`src/rtl/rmts_pkg.sv`:
```
// shared types and constants of the rate-monotonic tick scheduler
package rmts_pkg;

  // task codes and field widths
  localparam int unsigned TaskW   = 3;
  localparam int unsigned LenW    = 24;
  localparam int unsigned CfgIdxW = 3;
  localparam int unsigned NumWords = 4;

  localparam logic [TaskW-1:0] IDLE_TASK = 3'd4;
  localparam logic [LenW-1:0]  LEN_MAX   = 24'hFFFFFF;

  // configuration register indices
  localparam logic [CfgIdxW-1:0] REG_TASK_COUNT = 3'd0;
  localparam logic [CfgIdxW-1:0] REG_TASK_WORD0 = 3'd1;

  // one task descriptor as written through the config port
  typedef struct packed {
    logic [15:0] period;
    logic [15:0] budget;
  } rmts_word_t;

  // per-tick step control shared by the state-holding units
  typedef struct packed {
    logic fire;
    logic restart;
  } rmts_step_t;

  // closed-segment report
  typedef struct packed {
    logic             ended;
    logic [TaskW-1:0] ended_task;
    logic [LenW-1:0]  ended_length;
  } rmts_seg_t;

endpackage

```
`src/rtl/rmts_cfg.sv`:
```
// configuration registers: task count and task descriptors
module rmts_cfg import rmts_pkg::*; #(
  parameter int unsigned NUM_SLOTS = 4
) (
  input  logic                         clk_i,
  input  logic                         rst_ni,
  input  logic                         cfg_valid_i,
  input  logic [CfgIdxW-1:0]           cfg_index_i,
  input  logic [31:0]                  cfg_data_i,
  output logic [TaskW-1:0]             task_count_o,
  output rmts_word_t [NUM_SLOTS-1:0]   words_o
);

  logic [TaskW-1:0]           count_q;
  rmts_word_t [NUM_SLOTS-1:0] word_q;

  // register writes, unknown indices are dropped
  always_ff @(posedge clk_i or negedge rst_ni) begin
    if (!rst_ni) begin
      count_q <= '0;
      word_q  <= '0;
    end else if (cfg_valid_i) begin
      if (cfg_index_i == REG_TASK_COUNT) begin
        count_q <= cfg_data_i[TaskW-1:0];
      end
      for (int s = 0; s < NUM_SLOTS; s++) begin
        if (cfg_index_i == CfgIdxW'(int'(REG_TASK_WORD0) + s)) begin
          word_q[s] <= cfg_data_i;
        end
      end
    end
  end

  assign task_count_o = count_q;
  assign words_o      = word_q;

endmodule

```
`src/rtl/rmts_sched.sv`:
```
// task release, budget and phase tracking, and rate-monotonic pick
module rmts_sched import rmts_pkg::*; #(
  parameter int unsigned NUM_SLOTS = 4
) (
  input  logic                       clk_i,
  input  logic                       rst_ni,
  input  rmts_step_t                 step_i,
  input  logic [TaskW-1:0]           task_count_i,
  input  rmts_word_t [NUM_SLOTS-1:0] words_i,
  output logic [TaskW-1:0]           run_task_o
);

  logic [NUM_SLOTS-1:0][15:0] budget_q, budget_d;
  logic [NUM_SLOTS-1:0][15:0] phase_q, phase_d;
  logic [NUM_SLOTS-1:0][15:0] bud_rel;
  logic [NUM_SLOTS-1:0]       ready;
  logic [TaskW-1:0]           run;
  logic [15:0]                best;

  // release and phase advance per task
  always_comb begin
    for (int k = 0; k < NUM_SLOTS; k++) begin
      logic [15:0] ph;
      logic [15:0] bud;
      logic        enabled;
      ph      = step_i.restart ? 16'd0 : phase_q[k];
      bud     = step_i.restart ? 16'd0 : budget_q[k];
      enabled = (4'(k) < {1'b0, task_count_i}) && (words_i[k].period != 16'd0);
      if (!enabled) begin
        bud_rel[k] = '0;
        phase_d[k] = '0;
      end else begin
        bud_rel[k] = (ph == 16'd0) ? words_i[k].budget : bud;
        if (({1'b0, ph} + 17'd1) >= {1'b0, words_i[k].period}) begin
          phase_d[k] = '0;
        end else begin
          phase_d[k] = ph + 16'd1;
        end
      end
      ready[k] = enabled && (bud_rel[k] != 16'd0);
    end
  end

  // shortest period wins, lower index on ties
  always_comb begin
    run  = IDLE_TASK;
    best = '0;
    for (int k = 0; k < NUM_SLOTS; k++) begin
      if (ready[k] && (run == IDLE_TASK || words_i[k].period < best)) begin
        run  = TaskW'(k);
        best = words_i[k].period;
      end
    end
  end

  // running task spends one unit
  always_comb begin
    for (int k = 0; k < NUM_SLOTS; k++) begin
      budget_d[k] = bud_rel[k] - {15'd0, (run == TaskW'(k))};
    end
  end

  always_ff @(posedge clk_i or negedge rst_ni) begin
    if (!rst_ni) begin
      budget_q <= '0;
      phase_q  <= '0;
    end else if (step_i.fire) begin
      budget_q <= budget_d;
      phase_q  <= phase_d;
    end
  end

  assign run_task_o = run;

endmodule

```
`src/rtl/rmts_seg.sv`:
```
// segment tracking: merges equal ticks and reports closed segments
module rmts_seg import rmts_pkg::*; (
  input  logic             clk_i,
  input  logic             rst_ni,
  input  rmts_step_t       step_i,
  input  logic [TaskW-1:0] run_task_i,
  output rmts_seg_t        seg_o
);

  logic             open_q, open_d;
  logic [TaskW-1:0] task_q, task_d;
  logic [LenW-1:0]  len_q, len_d;

  // restart drops the open segment without a report
  always_comb begin
    logic             cur_open;
    logic [TaskW-1:0] cur_task;
    logic [LenW-1:0]  cur_len;
    cur_open = step_i.restart ? 1'b0 : open_q;
    cur_task = step_i.restart ? IDLE_TASK : task_q;
    cur_len  = step_i.restart ? '0 : len_q;
    seg_o    = '0;
    if (cur_open && cur_task == run_task_i) begin
      open_d = 1'b1;
      task_d = cur_task;
      len_d  = (cur_len == LEN_MAX) ? cur_len : cur_len + 1'b1;
    end else begin
      if (cur_open) begin
        seg_o.ended        = 1'b1;
        seg_o.ended_task   = cur_task;
        seg_o.ended_length = cur_len;
      end
      open_d = 1'b1;
      task_d = run_task_i;
      len_d  = LenW'(1);
    end
  end

  always_ff @(posedge clk_i or negedge rst_ni) begin
    if (!rst_ni) begin
      open_q <= 1'b0;
      task_q <= IDLE_TASK;
      len_q  <= '0;
    end else if (step_i.fire) begin
      open_q <= open_d;
      task_q <= task_d;
      len_q  <= len_d;
    end
  end

endmodule

```
`src/rtl/rate_monotonic_tick_scheduler_top.sv`:
```
// Rate-monotonic tick scheduler: one input item is one time tick, and each tick
// yields one result item naming the task run in it and any segment it closed.
// The block takes one tick per clock cycle while the result register is free or being
// taken; a tick is held in the input register and its result is captured in the
// result register. The rate is set by the release, priority pick and budget update
// loop on the per-task budget and phase registers. Configuration writes are always
// ready.
module rate_monotonic_tick_scheduler_top import rmts_pkg::*; #(
  parameter int unsigned MAX_TASKS = 4
) (
  input  logic               clk_i,
  input  logic               rst_ni,
  input  logic               in_valid_i,
  output logic               in_stall_o,
  input  logic               restart_i,
  output logic               out_valid_o,
  input  logic               out_stall_i,
  output logic [TaskW-1:0]   running_task_o,
  output logic               segment_ended_o,
  output logic [TaskW-1:0]   ended_task_o,
  output logic [LenW-1:0]    ended_length_o,
  input  logic               cfg_valid_i,
  output logic               cfg_ready_o,
  input  logic [CfgIdxW-1:0] cfg_index_i,
  input  logic [31:0]        cfg_data_i
);

  localparam int unsigned NumSlots = (MAX_TASKS < NumWords) ? MAX_TASKS : NumWords;

  logic                      in_valid_q;
  logic                      restart_q;
  logic                      out_valid_q;
  logic                      advance;
  rmts_step_t                step;
  logic [TaskW-1:0]          task_count;
  rmts_word_t [NumSlots-1:0] words;
  logic [TaskW-1:0]          run_task;
  rmts_seg_t                 seg;
  logic [TaskW-1:0]          running_task_q;
  rmts_seg_t                 seg_q;

  // pipeline moves when the result register is free or being taken
  assign advance     = !out_valid_q || !out_stall_i;
  assign in_stall_o  = in_valid_q && !advance;
  assign step.fire   = in_valid_q && advance;
  assign step.restart = restart_q;
  assign cfg_ready_o = 1'b1;

  rmts_cfg #(.NUM_SLOTS(NumSlots)) u_cfg (
    .clk_i        (clk_i),
    .rst_ni       (rst_ni),
    .cfg_valid_i  (cfg_valid_i),
    .cfg_index_i  (cfg_index_i),
    .cfg_data_i   (cfg_data_i),
    .task_count_o (task_count),
    .words_o      (words)
  );

  rmts_sched #(.NUM_SLOTS(NumSlots)) u_sched (
    .clk_i        (clk_i),
    .rst_ni       (rst_ni),
    .step_i       (step),
    .task_count_i (task_count),
    .words_i      (words),
    .run_task_o   (run_task)
  );

  rmts_seg u_seg (
    .clk_i      (clk_i),
    .rst_ni     (rst_ni),
    .step_i     (step),
    .run_task_i (run_task),
    .seg_o      (seg)
  );

  // input register
  always_ff @(posedge clk_i or negedge rst_ni) begin
    if (!rst_ni) begin
      in_valid_q <= 1'b0;
    end else if (!in_stall_o) begin
      in_valid_q <= in_valid_i;
    end
  end

  always_ff @(posedge clk_i) begin
    if (!in_stall_o && in_valid_i) begin
      restart_q <= restart_i;
    end
  end

  // result register
  always_ff @(posedge clk_i or negedge rst_ni) begin
    if (!rst_ni) begin
      out_valid_q <= 1'b0;
    end else if (advance) begin
      out_valid_q <= in_valid_q;
    end
  end

  always_ff @(posedge clk_i) begin
    if (step.fire) begin
      running_task_q <= run_task;
      seg_q          <= seg;
    end
  end

  assign out_valid_o     = out_valid_q;
  assign running_task_o  = running_task_q;
  assign segment_ended_o = seg_q.ended;
  assign ended_task_o    = seg_q.ended_task;
  assign ended_length_o  = seg_q.ended_length;

endmodule

```
`config.mk`:
```
export PLATFORM = sky130hd
export DESIGN_NAME = rate_monotonic_tick_scheduler_top
export DESIGN_NICKNAME = d
export VERILOG_FILES = /design/src/rtl/rmts_pkg.sv /design/src/rtl/rmts_cfg.sv /design/src/rtl/rmts_sched.sv /design/src/rtl/rmts_seg.sv /design/src/rtl/rate_monotonic_tick_scheduler_top.sv
export SDC_FILE = /design/constraint.sdc
export NUM_CORES = 1
export LEC_CHECK = 0
export BUFFER_PORTS_ARGS = -buffer_cell sky130_fd_sc_hd__buf_2
export CAP_MARGIN = 10
export CORE_UTILIZATION = 63
export DETAILED_ROUTE_END_ITERATION = 12
export GPL_TIMING_DRIVEN = 0
export PLACE_DENSITY = 0.78
export RECOVER_POWER = 25
export SLEW_MARGIN = 0
export SYNTH_ARGS = -nofsm -noshare
export SYNTH_HDL_FRONTEND = slang
export SYNTH_SLANG_ARGS = --single-unit
```
`constraint.sdc`:
```
create_clock -name clk_i -period 11.3 [get_ports clk_i]
set_input_delay 2.26 -clock clk_i [delete_from_list [all_inputs] [get_ports clk_i]]
set_output_delay 2.26 -clock clk_i [all_outputs]
set_load 0.1 [all_outputs]
```
==> out/qor.csv, run 1 <==
metric,value,unit
status,"finished, violations left",
violations,"capacitance limit, slew limit",
reg2reg_to,u_sched.budget_q[46]$_DFFE_PN0P_,
drtPass1Iterations,6,
power.leakage,0.009998,uW
routed_wl,64360,um
cp-endpoint,u_sched.budget_q[46]$_DFFE_PN0P_,
synth.avg_cell_area,9.075,um^2
gr-usage-all-layers,39.52,%
grt_pass1_vias,17720,
syn_area,0.02020,mm^2
grt_max_degree,121,
vias,18590,
end_kind,flip-flop,
critPathRequiredTime,11.76,ns
viasPerCell,6.681,
path_common_cell,ha_1,
drive_above_1_share,13.24,%
yosys-top-cells-area,"dfrtp_1 (36%), ha_1 (7.8%), mux2_2 (5.9%)",
worst_pin_slew,4.922,ns
ys_warn_count,0,
io_buffers,73,
seq_area_frac_synth,40.56,%
async_reset_ff_share,90.03,%
p_per_area,231.1,mW/mm^2
cts_hold_buf,0,
period_share,97.13,%
vdd_drop_max,156.7,uV
ys_top_cells_by_count,"dfrtp_1 (288), nand2_1 (275), nor2_1 (179), o21ai_0 (162), ha_1 (126)",
crit_path_start,restart_q$_DFFE_PP_,
overflow,0,
holdCritPathClass,flip-flop to flip-flop,
final_hold_viol_count,0,
worstHoldPathCells,2,
crit_slowest_cell,o41a_1,
syn_inst,2226,
final_cells,2783,
skew,0.02972,ns
ys.flop_type,dfrtp_1,
yosysTopAreaCellShare,35.67,%
critPathLaunchType,flip-flop,
nets,2522,
synth_top_cell_by_area,dfrtp_1,
place_congestion,0.9620,
slew_headroom,-228.1,%
reg2reg_slack,0.32,ns
clockRootBuffer,clkbuf_16,
cts_buffers,37,
fp.dieH,181.1,um
grt_pass1_wl,99710,um
die_w,181.1,um
cts_tree,built,
finalMaxSlewViolations,172,
clk_pin_slew,0.06,ns
cts_max_level,2,
dieArea,0.03279,mm^2
r2r_start,restart_q$_DFFE_PP_,
core-area,0.03156,mm^2
clk_latency,0.56,ns
fmax,91.11,MHz
dp_cells,2705,
fillers,2438,
final_util,71.58,%
std_cell_rows,65,
areaGrowthSynthToFinish,11.81,%
synth_edf_count,32,
drt-initial-drc-count,2006,
maxCapViolCount,2,
fin_crit,10.98,ns
place_hpwl,46520,um
drc,0,
antenna_found_initial,0,
start_util,64.02,%
slowest_delay,0.57,ns
ant_nets,0,
finalSetupViolations,0,
ys_seq_elements,321,
ff2ff_path_depth,48,
path_max_fanout,10,
syn_nets,2393,
netlist-cell-type-count,83,
cts.sinks,321,
ios,75,
synth_most_common_cell,dfrtp_1,
cts_max_path_buffers,3,
finalPower,5220,uW
worstPathArrival,11.43,ns
wire_per_inst,23.13,um
worstSetupPathType,flip-flop to flip-flop,
==> sequential cells by signal, summed over array words and instances, names as in the netlist <==
| name | cells |
|---|---|
| u_seg.open_q | 1 |
| restart_q | 1 |
| u_cfg.words_o | 128 |
| u_seg.len_q | 24 |
| u_sched.phase_q | 64 |
| u_cfg.task_count_o | 3 |
| ended_task_o | 3 |
| in_valid_q | 1 |
| u_seg.task_q | 3 |
| running_task_o | 3 |
| segment_ended_o | 1 |
| ended_length_o | 24 |
| out_valid_o | 1 |
| u_sched.budget_q | 64 |
==> layer usage <==
layer / GRT usage (%) / share of wire, % / vias to the layer above
li1: - / - / 8292
met3: 8.345 / 10 / 203
met2: 61.24 / 45 / 1077
met4: 19.05 / 4.9 / 0
met1: 53.03 / 40 / 9022
met5: 0 / 0 / -
==> area by class of cell <==
type / count / area (um^2) / area share (%)
multi-input cells: 1704 / 11350 / 50.27
clock inverters: 11 / 135.1 / 0.5982
clock buffers: 52 / 1065 / 4.714
plain buffers: 110 / 461.7 / 2.044
repair buffers: 91 / 526.8 / 2.332
inverters: 90 / 342.8 / 1.518
well taps: 402 / 503.0 / 2.227
diodes: 2 / 5.005 / 0.02216
flip-flops and latches: 321 / 8194 / 36.28
==> through the flow <==
stage	hold WS (ns)	TNS, ns	worst slack (ns)	cell area [um^2]
after floorplan	0.4382	0	0.9962	20200
after global placement	0.4580	-261.43	-2.885	21070
after detailed placement	0.4769	-274.05	-2.969	21170
after CTS	0.4931	0	0.05112	22480
after global routing	0.5149	-0.2113	-0.06485	22580
final	0.4896	0	0.3248	22590
==> what timing repair did <==
| action | CTS | global route |
|---|---|---|
| setup endpoints to repair | 120 | 44 |
| gates cloned | 0 | 0 |
| gates resized for setup | 27 | 24 |
| pin swaps | 3 | 8 |
| setup buffers | 6 | 8 |
==> critical path, delay by kind of cell (launching register included) <==
family | cells | cell delay [ns]
AND/OR/NAND/NOR | 11 | 2.04
adder cells (fa/ha/maj) | 6 | 1.55
buffers and inverters | 7 | 1.48
multiplexers | 1 | 0.27
flip-flops | 1 | 0.41
AO/OA/AOI/OAI | 23 | 5.09
==> logic make-up after synthesis <==
group | synth area share [%]
compound gates | 17.09
xor+xnor | 3.468
fa+ha+maj | 7.804
buf+inv | 3.840
flops | 40.56
mux | 6.200
other cells | 0.01856
simple gates | 21.02
==> how the worst min path moves through the flow <==
stage,slack [ns],to,from
after floorplan,0.44,u_sched.budget_q[59]$_DFFE_PN0P_,u_sched.budget_q[59]$_DFFE_PN0P_
after global placement,0.46,u_sched.budget_q[49]$_DFFE_PN0P_,u_sched.budget_q[49]$_DFFE_PN0P_
after detailed placement,0.48,u_seg.open_q$_DFFE_PN0P_,u_seg.open_q$_DFFE_PN0P_
after CTS,0.49,u_sched.budget_q[50]$_DFFE_PN0P_,u_sched.budget_q[50]$_DFFE_PN0P_
after global routing,0.51,u_sched.budget_q[50]$_DFFE_PN0P_,u_sched.budget_q[50]$_DFFE_PN0P_
final,0.49,u_sched.budget_q[52]$_DFFE_PN0P_,u_sched.budget_q[52]$_DFFE_PN0P_
==> power by group <==
group / internal [uW] / leakage [uW] / switching, uW
clock: 723 / 0.000588 / 485
sequential: 1410 / 0.00400 / 222
combinational: 921 / 0.00541 / 1460
==> cells in the final DEF, fill, tap and decap left out, drive strengths merged, types with 8 or more instances in the layout <==
master	n
nor2b	31
nor4	37
a22o	72
clkbuf	143
a21o	27
a211oi	12
nor3b	27
or2	10
o31ai	10
mux2	105
edfxtp	32
nand4	40
a31oi	13
nor4b	11
nor2	181
nor3	47
buf	110
xnor2	44
xor2	36
o21a	33
and4	8
or3	22
nand3	75
ha	126
and3	27
a21oi	116
or4	8
clkinv	8
and2	40
a31o	11
nand2	275
o21ai	163
inv	89
nand2b	13
dfrtp	288
(Power assumes the default switching activity.)
==> inputs of run 2 (changes only) <==
Settings changed: RECOVER_POWER 25 to 100.
==> run 2 against run 1 <==
Net effect:
- the flow still finishes with violations (capacitance limit, slew limit)
- maximum frequency fell by 0.10%
- total power barely moved
- sequential power barely moved
- critical endpoint unchanged
==> out/qor.csv, run 2 (same netlist as run 1, synthesis figures left out) <==
metric,value,unit,change
ant_nets,0,,unchanged
vias,18620,,+0.12%
end_kind,flip-flop,,
dieArea,0.03279,mm^2,unchanged
cts_buffers,37,,unchanged
viasPerCell,6.692,,+0.15%
cts_max_level,2,,unchanged
critPathLaunchType,flip-flop,,
cts_hold_buf,0,,unchanged
overflow,0,,unchanged
largest_reg_flops,128,,unchanged
path_delay_family,compound AO/OA/AOI/OAI gates,,
reg2reg_to,u_sched.budget_q[46]$_DFFE_PN0P_,,
grt_pass1_vias,17720,,unchanged
whs,0.4908,ns,+0.001167 ns
nets,2522,,unchanged
areaGrowthSynthToFinish,11.47,%,
path_max_fanout,10,,unchanged
wire_per_inst,23.19,um,+0.29%
critPathBufInv,7,,unchanged
seqCellArea,0.008194,mm^2,unchanged
power.internal,3048,uW,-0.16%
stdcell_area,0.02252,mm^2,-0.30%
std_cell_rows,65,,unchanged
io_buffers,73,,unchanged
reg2reg_slack,0.31,ns,about the same
p_per_area,231.9,mW/mm^2,+0.35%
start_util,64.02,%,unchanged
combPwrFrac,45.6,%,about the same
worstSetupPathType,flip-flop to flip-flop,,
drc,0,,unchanged
clkPwrFrac,23.2,%,about the same
crit_slowest_cell,o41a_1,,
period_share,97.23,%,+0.10 points
grt_max_degree,121,,unchanged
routed_wl,64520,um,+0.25%
fin_crit,10.99,ns,+0.01149 ns
fillers,2457,,+0.78%
p_sw_share,41.64,%,+0.12 points
setup-tns-final,0,ns,unchanged
drive_above_1_share,11.69,%,-1.6 points
status,"finished, violations left",,
dpl-instance-area,0.02117,mm^2,unchanged
vdd_drop_max,156.0,uV,-0.49%
maxCapViolCount,4,,+2
final_cells,2782,,-0.036%
skew,0.03842,ns,+0.008701 ns
r2r_start,restart_q$_DFFE_PP_,,
final_hold_viol_count,0,,unchanged
clk_latency,0.57,ns,about the same
clk_pin_slew,0.06,ns,about the same
core-area,0.03156,mm^2,unchanged
power.leakage,0.009880,uW,-1.2%
whs_endpoint,u_sched.budget_q[52]$_DFFE_PN0P_,,
ff2ff_path_depth,48,,unchanged
worst_pin_slew,4.937,ns,+0.01476 ns
die_w,181.1,um,unchanged
dp_cells,2705,,unchanged
cts_max_path_buffers,3,,unchanged
final_cell_mix,"dfrtp_1 (288), nand2_1 (273), nor2_1 (178)",,
place_hpwl,46520,um,unchanged
multiInputGateArea,0.01135,mm^2,about the same
grt_pass1_wl,99710,um,unchanged
finalSetupViolations,0,,unchanged
cts_tree,built,,
clockRootBuffer,clkbuf_16,,
min_from,u_sched.budget_q[52]$_DFFE_PN0P_,,
fmax,91.02,MHz,-0.10%
holdCritPathClass,flip-flop to flip-flop,,
slew_headroom,-229.1,%,-0.98 points
antenna_found_initial,0,,unchanged
violations,"capacitance limit, slew limit",,
worstHoldPathCells,2,,unchanged
critPathRequiredTime,11.76,ns,about the same
worstPathArrival,11.45,ns,+0.02 ns
finalMaxSlewViolations,213,,+24%
cts.sinks,321,,unchanged
drtPass1Iterations,6,,unchanged
p_seq_share,31.3,%,about the same
final_common_cell,dfrtp_1,,
drt-initial-drc-count,1863,,-7.1%
p_switching,2174,uW,+0.32%
slowest_delay,0.57,ns,about the same
ios,75,,unchanged
gr-usage-all-layers,39.52,%,unchanged
place_congestion,0.9620,,unchanged
fp.dieH,181.1,um,unchanged
[run 2: cell types whose count changed in the layout (fill, tap and decap cells not counted), sizes merged]
cell,change
diode,-1
clkbuf,+42
buf,-42
[run 2: layout make-up]
cell class | instances | area share [%]
sequential | 321 | 36.39
tap | 402 | 2.234
clock inverter | 11 | 0.6001
timing repair buffer | 91 | 2.078
buffer | 110 | 2.045
multi-input combinational | 1704 | 50.39
antenna | 1 | 0.01111
clock buffer | 52 | 4.728
inverter | 90 | 1.522
[run 2: stage by stage]
stage               setup slack [ns]  total power (uW)  util (%)
CTS                          0.05112              5089     71.23
detailed placement            -2.969              3808     67.09
global route                -0.06536              5495     71.36
global placement              -2.885              3729     66.77
finish                        0.3133              5222     71.36
floorplan                     0.9962              3180         -
[run 2: worst max-delay path by stage]
stage	slack [ns]	end	startpoint	cells after the start
detailed placement	-2.97	u_sched.budget_q[30]$_DFFE_PN0P_	restart_q$_DFFE_PP_	51
floorplan	1.0	u_sched.budget_q[30]$_DFFE_PN0P_	restart_q$_DFFE_PP_	50
finish	0.31	u_sched.budget_q[46]$_DFFE_PN0P_	restart_q$_DFFE_PP_	48
global placement	-2.88	u_sched.budget_q[15]$_DFFE_PN0P_	restart_q$_DFFE_PP_	47
CTS	0.05	u_sched.budget_q[30]$_DFFE_PN0P_	restart_q$_DFFE_PP_	49
global route	-0.07	u_sched.budget_q[42]$_DFFE_PN0P_	restart_q$_DFFE_PP_	48
[run 2: power by group through the flow]
stage	sequential (uW)	clock [uW]	combinational (uW)
after CTS	1620	1220	2260
after global placement	1620	0	2100
after global routing	1650	1260	2580
final	1630	1210	2380
after detailed placement	1630	0	2180
after floorplan	1660	0	1520
[run 2: timing repair]
| action | CTS | global route |
|---|---|---|
| pin swaps | 3 | 8 |
| gates resized for setup | 27 | 24 |
| setup endpoints to repair | 120 | 44 |
| setup buffers | 6 | 8 |
[run 2: worst register-to-register path, delay by kind of cell (launching register included)]
| family | cells | cell delay [ns] |
|---|---|---|
| AO/OA/AOI/OAI | 24 | 5.14 |
| adder cells (fa/ha/maj) | 6 | 1.57 |
| buffers and inverters | 7 | 1.48 |
| flip-flops | 1 | 0.41 |
| multiplexers | 1 | 0.27 |
| AND/OR/NAND/NOR | 10 | 1.98 |
[run 2: metal layers]
| layer | vias to the layer above | share of wire (%) | GRT usage [%] |
|---|---|---|---|
| li1 | 8284 | - | - |
| met1 | 9050 | 41 | 53.03 |
| met2 | 1082 | 45 | 61.24 |
| met3 | 200 | 10 | 8.345 |
| met4 | 0 | 4.8 | 19.05 |
| met5 | - | 0 | 0 |
